### src/rtl/lru_kv_pkg.sv
`default_nettype none

package lru_kv_pkg;

    // built store size, default for the top level parameter
    localparam int ENTRIES_DEF = 16;

    // payload field widths
    localparam int KEY_BITS   = 16;
    localparam int VALUE_BITS = 16;

    // configuration port
    localparam int APB_ADDR_W = 3;
    localparam int APB_DATA_W = 32;
    localparam int CAP_W      = 5;
    localparam logic [CAP_W-1:0] CAP_RESET = CAP_W'(16);

    // register word index (paddr[2])
    localparam logic REG_CAPACITY = 1'b0;

    // operation codes
    localparam logic KIND_GET = 1'b0;
    localparam logic KIND_PUT = 1'b1;

    typedef struct packed {
        logic                  kind;
        logic [KEY_BITS-1:0]   lookup_key;
        logic [VALUE_BITS-1:0] write_value;
    } req_item_t;

    typedef struct packed {
        logic                  hit;
        logic [VALUE_BITS-1:0] read_value;
        logic                  evicted;
        logic [KEY_BITS-1:0]   evicted_key;
    } rsp_item_t;

endpackage

`default_nettype wire

### src/rtl/lru_key_value_cache.sv
`default_nettype none

// Fully associative LRU key/value cache with ENTRIES slots. Each request
// transaction is a get or a put and yields exactly one response
// transaction. Keys and values share one synchronous single-read memory and
// recency ranks live in a second one. Only the per-slot valid bits are
// flip-flops, and reset clears them at once, so no clearing pass is needed.
// A request runs two sweeps over the rank memory, one entry per cycle: a
// search sweep (key compare, LRU pick, first free slot) and an update sweep
// (read-modify-write of every rank). During the update sweep the key/value
// memory is parked on the hit slot so the hit value is ready at the end.
// The sweeps are paced by the one-entry-per-cycle read port of the rank
// memory. The request side stalls while a transaction is in flight. A
// finished response waits in an output register, so a new request is
// taken while that response is held; the next transaction waits in its
// finish step for as long as the held response is stalled.
// The capacity register (byte address 0) bounds occupancy growth to
// 1..ENTRIES: a put miss at or above it evicts the LRU entry first.
// Zero acts as 1 and anything above ENTRIES as ENTRIES.
module lru_key_value_cache #(
    parameter int ENTRIES = lru_kv_pkg::ENTRIES_DEF
) (
    input  wire                                   clk,
    input  wire                                   rst_n,
    // request channel
    input  wire                                   req_valid,
    output logic                                  req_stall,
    input  wire  lru_kv_pkg::req_item_t           req_item,
    // response channel
    output logic                                  rsp_valid,
    input  wire                                   rsp_stall,
    output lru_kv_pkg::rsp_item_t                 rsp_item,
    // configuration port
    input  wire                                   psel,
    input  wire                                   penable,
    input  wire                                   pwrite,
    input  wire  [lru_kv_pkg::APB_ADDR_W-1:0]     paddr,
    input  wire  [lru_kv_pkg::APB_DATA_W-1:0]     pwdata,
    output logic [lru_kv_pkg::APB_DATA_W-1:0]     prdata,
    output logic                                  pready
);

    localparam int IDX_W  = (ENTRIES > 1) ? $clog2(ENTRIES) : 1;
    localparam int CNT_W  = $clog2(ENTRIES + 1);
    localparam int RANK_W = IDX_W;
    localparam int CMP_W  = (CNT_W > lru_kv_pkg::CAP_W) ? CNT_W : lru_kv_pkg::CAP_W;
    localparam int KB     = lru_kv_pkg::KEY_BITS;
    localparam int VB     = lru_kv_pkg::VALUE_BITS;

    typedef enum logic [1:0] {
        ST_IDLE,
        ST_SCAN,
        ST_UPDATE,
        ST_FINISH
    } state_t;

    // ------------------------------------------------------------------
    // Storage
    // ------------------------------------------------------------------
    logic [KB+VB-1:0]  kv_mem   [ENTRIES];
    logic [RANK_W-1:0] rank_mem [ENTRIES];

    logic [KB-1:0]     key_rd_reg;
    logic [VB-1:0]     val_rd_reg;
    logic [RANK_W-1:0] rank_rd_reg;

    // ------------------------------------------------------------------
    // Control registers (reset)
    // ------------------------------------------------------------------
    state_t                   state_reg, state_next;
    logic [CNT_W-1:0]         cnt_reg, cnt_next;        // sweep issue counter
    logic                     p_vld_reg, p_vld_next;    // read data is valid
    logic [IDX_W-1:0]         p_idx_reg, p_idx_next;    // slot of read data
    logic                     found_vld_reg, found_vld_next;
    logic                     lru_vld_reg, lru_vld_next;
    logic                     free_vld_reg, free_vld_next;
    logic [ENTRIES-1:0]       valid_reg, valid_next;
    logic [CNT_W-1:0]         occ_reg, occ_next;
    logic [lru_kv_pkg::CAP_W-1:0] cap_reg, cap_next;
    logic                     out_vld_reg, out_vld_next;

    // ------------------------------------------------------------------
    // Payload registers (no reset)
    // ------------------------------------------------------------------
    lru_kv_pkg::req_item_t    item_reg, item_next;
    logic [IDX_W-1:0]         found_idx_reg, found_idx_next;
    logic [RANK_W-1:0]        found_rank_reg, found_rank_next;
    logic [IDX_W-1:0]         lru_idx_reg, lru_idx_next;
    logic [RANK_W-1:0]        lru_rank_reg, lru_rank_next;
    logic [KB-1:0]            lru_key_reg, lru_key_next;
    logic [IDX_W-1:0]         free_idx_reg, free_idx_next;
    lru_kv_pkg::rsp_item_t    res_reg, res_next;
    lru_kv_pkg::rsp_item_t    out_reg, out_next;

    // ------------------------------------------------------------------
    // Combinational helpers
    // ------------------------------------------------------------------
    logic              issue;       // a sweep read goes out this cycle
    logic [IDX_W-1:0]  rd_idx;
    logic              last;        // processing the last slot of a sweep
    logic              v_cur;
    logic              cfg_wr;
    logic              is_put, hit, insert, evict, occ_ge_cap;
    logic [IDX_W-1:0]  slot_idx;
    logic [CMP_W-1:0]  cap_ext, occ_ext, eff_cap;
    logic              out_free;

    logic              kv_we, rank_we;
    logic [IDX_W-1:0]  kv_wr_idx;
    logic [IDX_W-1:0]  kv_rd_idx;
    logic [RANK_W-1:0] rank_wdata;

    assign issue  = ((state_reg == ST_SCAN) || (state_reg == ST_UPDATE))
                    && (cnt_reg < CNT_W'(ENTRIES));
    assign rd_idx = issue ? cnt_reg[IDX_W-1:0] : '0;
    assign last   = p_vld_reg && (p_idx_reg == IDX_W'(ENTRIES - 1));
    assign v_cur  = valid_reg[p_idx_reg];

    // effective capacity: zero acts as one, clipped to the store size
    assign cap_ext = CMP_W'(cap_reg);
    assign occ_ext = CMP_W'(occ_reg);
    always_comb
    begin
        if (cap_ext == '0)
        begin
            eff_cap = CMP_W'(1);
        end
        else if (cap_ext > CMP_W'(ENTRIES))
        begin
            eff_cap = CMP_W'(ENTRIES);
        end
        else
        begin
            eff_cap = cap_ext;
        end
    end
    assign occ_ge_cap = (occ_ext >= eff_cap);

    // decision, stable from the end of the search sweep on
    assign is_put = (item_reg.kind == lru_kv_pkg::KIND_PUT);
    assign hit    = found_vld_reg;
    assign insert = !hit && is_put;
    assign evict  = insert && occ_ge_cap && (occ_reg != '0) && lru_vld_reg;
    // insert slot: lowest invalid slot after the eviction
    assign slot_idx = (evict && (!free_vld_reg || (lru_idx_reg < free_idx_reg)))
                      ? lru_idx_reg : free_idx_reg;

    assign out_free = !out_vld_reg || !rsp_stall;

    // ------------------------------------------------------------------
    // Rank read-modify-write during the update sweep
    // ------------------------------------------------------------------
    always_comb
    begin
        rank_we    = 1'b0;
        rank_wdata = rank_rd_reg + RANK_W'(1);
        if ((state_reg == ST_UPDATE) && p_vld_reg)
        begin
            if (hit)
            begin
                // entries more recent than the touched one step back
                if (v_cur && (p_idx_reg == found_idx_reg))
                begin
                    rank_we    = 1'b1;
                    rank_wdata = '0;
                end
                else if (v_cur && (rank_rd_reg < found_rank_reg))
                begin
                    rank_we = 1'b1;
                end
            end
            else if (insert)
            begin
                // new entry is most recent, every surviving entry ages
                if (p_idx_reg == slot_idx)
                begin
                    rank_we    = 1'b1;
                    rank_wdata = '0;
                end
                else if (v_cur && !(evict && (p_idx_reg == lru_idx_reg)))
                begin
                    rank_we = 1'b1;
                end
            end
        end
    end

    // key and value are written together, once, on the last update cycle;
    // a put hit rewrites the key it matched
    assign kv_we     = (state_reg == ST_UPDATE) && last && is_put;
    assign kv_wr_idx = hit ? found_idx_reg : slot_idx;
    // search sweep walks every slot, update sweep parks on the hit slot
    assign kv_rd_idx = (state_reg == ST_UPDATE) ? found_idx_reg : rd_idx;

    // ------------------------------------------------------------------
    // Memories
    // ------------------------------------------------------------------
    always_ff @(posedge clk)
    begin
        if (kv_we)
        begin
            kv_mem[kv_wr_idx] <= {item_reg.lookup_key, item_reg.write_value};
        end
        {key_rd_reg, val_rd_reg} <= kv_mem[kv_rd_idx];
    end

    always_ff @(posedge clk)
    begin
        if (rank_we)
        begin
            rank_mem[p_idx_reg] <= rank_wdata;
        end
        rank_rd_reg <= rank_mem[rd_idx];
    end

    // ------------------------------------------------------------------
    // Configuration port
    // ------------------------------------------------------------------
    assign pready = 1'b1;
    assign cfg_wr = psel && penable && pwrite && pready
                    && (paddr[2] == lru_kv_pkg::REG_CAPACITY);

    always_comb
    begin
        if (paddr[2] == lru_kv_pkg::REG_CAPACITY)
        begin
            prdata = lru_kv_pkg::APB_DATA_W'(cap_reg);
        end
        else
        begin
            prdata = '0;
        end
    end

    // ------------------------------------------------------------------
    // Next-state logic
    // ------------------------------------------------------------------
    always_comb
    begin
        state_next      = state_reg;
        cnt_next        = issue ? cnt_reg + CNT_W'(1) : cnt_reg;
        p_vld_next      = issue;
        p_idx_next      = rd_idx;
        found_vld_next  = found_vld_reg;
        lru_vld_next    = lru_vld_reg;
        free_vld_next   = free_vld_reg;
        valid_next      = valid_reg;
        occ_next        = occ_reg;
        cap_next        = cfg_wr ? pwdata[lru_kv_pkg::CAP_W-1:0] : cap_reg;
        out_vld_next    = out_vld_reg && rsp_stall;

        item_next       = item_reg;
        found_idx_next  = found_idx_reg;
        found_rank_next = found_rank_reg;
        lru_idx_next    = lru_idx_reg;
        lru_rank_next   = lru_rank_reg;
        lru_key_next    = lru_key_reg;
        free_idx_next   = free_idx_reg;
        res_next        = res_reg;
        out_next        = out_reg;

        case (state_reg)
            ST_IDLE:
            begin
                if (req_valid)
                begin
                    item_next      = req_item;
                    cnt_next       = '0;
                    p_vld_next     = 1'b0;
                    found_vld_next = 1'b0;
                    lru_vld_next   = 1'b0;
                    free_vld_next  = 1'b0;
                    state_next     = ST_SCAN;
                end
            end

            ST_SCAN:
            begin
                if (p_vld_reg)
                begin
                    // first valid key match
                    if (!found_vld_reg && v_cur && (key_rd_reg == item_reg.lookup_key))
                    begin
                        found_vld_next  = 1'b1;
                        found_idx_next  = p_idx_reg;
                        found_rank_next = rank_rd_reg;
                    end
                    // first valid entry with the largest rank
                    if (v_cur && (!lru_vld_reg || (rank_rd_reg > lru_rank_reg)))
                    begin
                        lru_vld_next  = 1'b1;
                        lru_idx_next  = p_idx_reg;
                        lru_rank_next = rank_rd_reg;
                        lru_key_next  = key_rd_reg;
                    end
                    // lowest free slot
                    if (!v_cur && !free_vld_reg)
                    begin
                        free_vld_next = 1'b1;
                        free_idx_next = p_idx_reg;
                    end
                    if (last)
                    begin
                        cnt_next   = '0;
                        state_next = ST_UPDATE;
                    end
                end
            end

            ST_UPDATE:
            begin
                if (last)
                begin
                    if (evict)
                    begin
                        valid_next[lru_idx_reg] = 1'b0;
                    end
                    if (insert)
                    begin
                        valid_next[slot_idx] = 1'b1;
                    end
                    occ_next = occ_reg - CNT_W'(evict) + CNT_W'(insert);

                    res_next.hit         = hit;
                    res_next.read_value  = (hit && !is_put) ? val_rd_reg : '0;
                    res_next.evicted     = evict;
                    res_next.evicted_key = evict ? lru_key_reg : '0;
                    state_next           = ST_FINISH;
                end
            end

            ST_FINISH:
            begin
                if (out_free)
                begin
                    out_vld_next = 1'b1;
                    out_next     = res_reg;
                    state_next   = ST_IDLE;
                end
            end

            default:
            begin
                state_next = ST_IDLE;
            end
        endcase
    end

    // ------------------------------------------------------------------
    // Registers
    // ------------------------------------------------------------------
    always_ff @(posedge clk or negedge rst_n)
    begin
        if (!rst_n)
        begin
            state_reg     <= ST_IDLE;
            cnt_reg       <= '0;
            p_vld_reg     <= 1'b0;
            p_idx_reg     <= '0;
            found_vld_reg <= 1'b0;
            lru_vld_reg   <= 1'b0;
            free_vld_reg  <= 1'b0;
            valid_reg     <= '0;
            occ_reg       <= '0;
            cap_reg       <= lru_kv_pkg::CAP_RESET;
            out_vld_reg   <= 1'b0;
        end
        else
        begin
            state_reg     <= state_next;
            cnt_reg       <= cnt_next;
            p_vld_reg     <= p_vld_next;
            p_idx_reg     <= p_idx_next;
            found_vld_reg <= found_vld_next;
            lru_vld_reg   <= lru_vld_next;
            free_vld_reg  <= free_vld_next;
            valid_reg     <= valid_next;
            occ_reg       <= occ_next;
            cap_reg       <= cap_next;
            out_vld_reg   <= out_vld_next;
        end
    end

    always_ff @(posedge clk)
    begin
        item_reg       <= item_next;
        found_idx_reg  <= found_idx_next;
        found_rank_reg <= found_rank_next;
        lru_idx_reg    <= lru_idx_next;
        lru_rank_reg   <= lru_rank_next;
        lru_key_reg    <= lru_key_next;
        free_idx_reg   <= free_idx_next;
        res_reg        <= res_next;
        out_reg        <= out_next;
    end

    assign req_stall = (state_reg != ST_IDLE);
    assign rsp_valid = out_vld_reg;
    assign rsp_item  = out_reg;

    // ------------------------------------------------------------------
    // Assertions
    // ------------------------------------------------------------------
`ifndef SYNTH
    // occupancy count tracks the valid bits
    a_occ_matches_valid: assert property (@(posedge clk) disable iff (!rst_n)
        $countones(valid_reg) == int'(occ_reg))
        else $error("occupancy count out of step with valid bits");

    // an accepted request always starts the search sweep
    a_accept_scans: assert property (@(posedge clk) disable iff (!rst_n)
        (req_valid && !req_stall) |=> (state_reg == ST_SCAN))
        else $error("accepted request did not start a search");

    // after any put the store holds at least one entry
    a_put_occupies: assert property (@(posedge clk) disable iff (!rst_n)
        ((state_reg == ST_FINISH) && is_put) |-> (occ_reg != '0))
        else $error("put left the store empty");

    // a response never reports both a hit and an eviction
    a_hit_no_evict: assert property (@(posedge clk) disable iff (!rst_n)
        $rose(rsp_valid) |-> !(rsp_item.hit && rsp_item.evicted))
        else $error("hit and eviction in one response");
`endif

endmodule

`default_nettype wire

### config.mk
export PLATFORM = sky130hd
export DESIGN_NAME = lru_key_value_cache
export DESIGN_NICKNAME = d
export VERILOG_FILES = /design/src/rtl/lru_kv_pkg.sv /design/src/rtl/lru_key_value_cache.sv
export SDC_FILE = /design/constraint.sdc
export NUM_CORES = 1
export LEC_CHECK = 0
export BUFFER_PORTS_ARGS = -buffer_cell sky130_fd_sc_hd__clkbuf_2
export CAP_MARGIN = 10
export CELL_PAD_IN_SITES_DETAIL_PLACEMENT = 0
export CELL_PAD_IN_SITES_GLOBAL_PLACEMENT = 1
export CORE_MARGIN = 2
export CORE_UTILIZATION = 40
export DETAILED_ROUTE_END_ITERATION = 16
export HOLD_SLACK_MARGIN = 0.08
export PLACE_DENSITY = 0.62
export SLEW_MARGIN = 40
export SYNTH_ARGS = -nofsm -noshare
export SYNTH_HDL_FRONTEND = slang
export SYNTH_SLANG_ARGS = --single-unit
### constraint.sdc
create_clock -name clk -period 8.7 [get_ports clk]
set_clock_uncertainty 0.2 [all_clocks]
set_input_delay 1.74 -clock clk [delete_from_list [all_inputs] [get_ports clk]]
set_output_delay 1.74 -clock clk [all_outputs]
set_load 0.05 [all_outputs]
==> metrics <==
status completed; R2R Path Start cap_ext[1]; max cap viols 0; Data arrival, critical path 4.95 ns; clk sink count 791; critical path type reg -> reg; Num CTS Buffers 84; CTS resizes 0; remaining antenna violation count 0; first-pass GRT wire length 100,000 um; Critical Path RT 8.75 ns; total negative slack 0 ns; CTS tree built; cell area power density 300 nW/um^2; First-pass DRT Iterations 5; die width 282 um; compound-gate portion of the synthesized area 3.17%; Final Cell Area 35,600 um^2; switching share of power 28.4%; Worst setup startpoint cap_ext[1]; Seq pwr share 44.7%; Mapped Area 30,900 um^2; GRT overflow 0; crit-path max FO 32; ys flop type edfxtp_1; Fin. Hold Viols 0; Hold Path Class reg -> reg; Filler Cell Count 6,436; fin. max-slew vios 0; M1 WL 30,300 um; Hold Path Origin res_reg[30]; sequential-to-total area share from yosys stat 75.0%; metal3 WL 3000 um; final WL 67,300 um; PortBufs 86; worst hold endpoint rsp_item[30]; Async S/R FF share, synth 5.31%; max FFs per register 512; startpoint types register; Final #Nets 1,864; Worst-Margin Slew 0.805 ns; ratio of final minimum period to clock period 56.3%; Area after DPL 32,800 um^2; Synth Area in Simple Gates 4.11%; r2r setup slk 3.80 ns; root buf cell clkbuf_16; Leak 12.3 nW; NetSw 3.03 mW; fmax 204 MHz; synthesized-area fraction occupied by adder cells 1.20%; Die Height 282 um; largest net degree at the start of global routing 92; total power 10.7 mW; Top Metal Used met4; GR Util All Layers 17.3%; worst r2r dst kv_mem[3][13]; Clk network pwr share 32.8%; hold path depth 0; Combinational Power Share 22.5%; Core Area 76,200 um^2; cell count after synthesis 1,617; # Post-CTS Setup Buffers 0; RD Place Congestion 0.748; H-tree levels 3; commonest cells in the netlist 713 x edfxtp_1, 137 x mux4_2, 100 x mux2i_1, 97 x nand2_1, 47 x buf_2; Synth Area per Inst 19.1 um^2; VDD IR max 0.223 mV; Setup violations, final 0; dominant cell type by area after synthesis edfxtp_1; vias in the first global route 15,500; CP Capture Type register; Rel. slew slack 46.0%; Yosys warning total 0; vias per cell 5.25; ranking of synthesized cells by area edfxtp_1 69%, mux4_2 10%, dfrtp_1 3.3%, mux2i_1 3.2%, dfxtp_1 2.3%; final core utilization 46.7%; register bit count reported by yosys 791; IO Count 144; die area 79,500 um^2; drt drc 0; Unique masters post-synth 68; Post-synth EDFFs 713; Clock Latency Late Sink 0.64 ns; Most flops, register kv_mem; most frequent cell after synthesis edfxtp_1; largest family of logic cells by synthesized area multiplexers; Ant. Diodes 0; Routed met2 length 32,400 um; multiplexer share of the synthesized area 13.4%; footprint of the multi-input gates 7470 um^2; Reg clk slew, reported paths 0.07 ns; proportion of layout cells with a drive suffix above 1 23.9%; wire length per cell 23.5 um; hold_ws 0.204 ns; Layout area overhead 15.0%; clk buf depth 3; Yosys top cell area share 69.3%; post-cts hold buffer count 0; via count 15,000; DRT iter0 DRCs 1,004; RSZ-0062 raised after global routing false; post-synthesis xor/xnor area fraction 0.963%; initial antenna violation count 0; r2r worst-path depth 12; register area 23,200 um^2; internal power 7.64 mW; row cnt 101; hpwl dp 36,000 um; biggest regs kv_mem x512, rank_mem x64; Final min period 4.90 ns; Initial Util 40.6%
power by group through the flow:
stage                     combinational [mW]  clock (mW)  sequential (mW)
after detailed placement                2.43           0             4.85
after global placement                  2.40           0             4.84
after floorplan                         1.71           0             4.89
after global routing                    2.61        3.75             4.81
after CTS                               2.44        3.59             4.78
final                                   2.40        3.50             4.77
worst max path at each step:
stage,endpoint,slack (ns)
2_1_floorplan,kv_mem[15][0],3.46
3_3_place_gp,kv_mem[3][14],3.53
3_5_place_dp,kv_mem[3][14],3.73
4_1_cts,kv_mem[3][14],3.67
5_1_grt,kv_mem[3][12],3.39
6_report,kv_mem[3][13],3.80
cell families (layout without fill, tap and decap cells):
family	after synthesis	in the layout
simple gates	259	259
fa+ha+maj	29	29
mux	243	243
compound gates	135	135
other cells	2	28
flops	791	791
xor+xnor	34	34
buf+inv	124	312
worst max-delay path, stage by stage, from the launching register on:
cell	delay, ns
dfrtp_1	0.41
nor3_1	0.19
nor2_1	0.06
nor2_1	0.13
ha_1	0.25
nor2_1	0.10
a21oi_1	0.10
o311ai_4	0.67
inv_2	0.49
a21oi_1	0.32
o21ai_1	0.28
a211oi_4	0.68
buf_4	0.60
metal layers:
metal,GRT usage [%],up-vias
met4,5.71,0
met1,23.7,7916
met5,0,-
li1,-,6681
met2,28.0,325
met3,3.07,90
stage by stage:
stage | setup slack [ns] | instances
3_5_place_dp | 3.73 | 2703
2_1_floorplan | 3.46 | 1643
3_3_place_gp | 3.53 | 2699
5_1_grt | 3.39 | 2861
4_1_cts | 3.67 | 2860
6_report | 3.80 | 2861
cells in the final DEF (no fill, tap or decap), types with 23 or more instances in the layout:
| cell type | instances |
|---|---|
| dfxtp_1 | 36 |
| edfxtp_1 | 713 |
| buf_4 | 28 |
| inv_1 | 25 |
| nor2_1 | 32 |
| ha_1 | 28 |
| clkbuf_16 | 86 |
| mux2i_1 | 99 |
| o21ai_0 | 23 |
| conb_1 | 28 |
| and2_1 | 32 |
| nand2_1 | 97 |
| clkbuf_1 | 29 |
| mux4_2 | 137 |
| clkbuf_2 | 85 |
| dfrtp_1 | 41 |
| xor2_1 | 26 |
layout make-up:
| type | instances | share of cell area (%) |
|---|---|---|
| clock buffer | 125 | 6.74 |
| clock inverter | 32 | 0.915 |
| inverter | 31 | 0.327 |
| multi-input combinational | 728 | 21.0 |
| sequential | 791 | 65.2 |
| tap | 1030 | 3.62 |
| timing repair buffer | 124 | 2.20 |
Power figures use the tool's default switching activity.
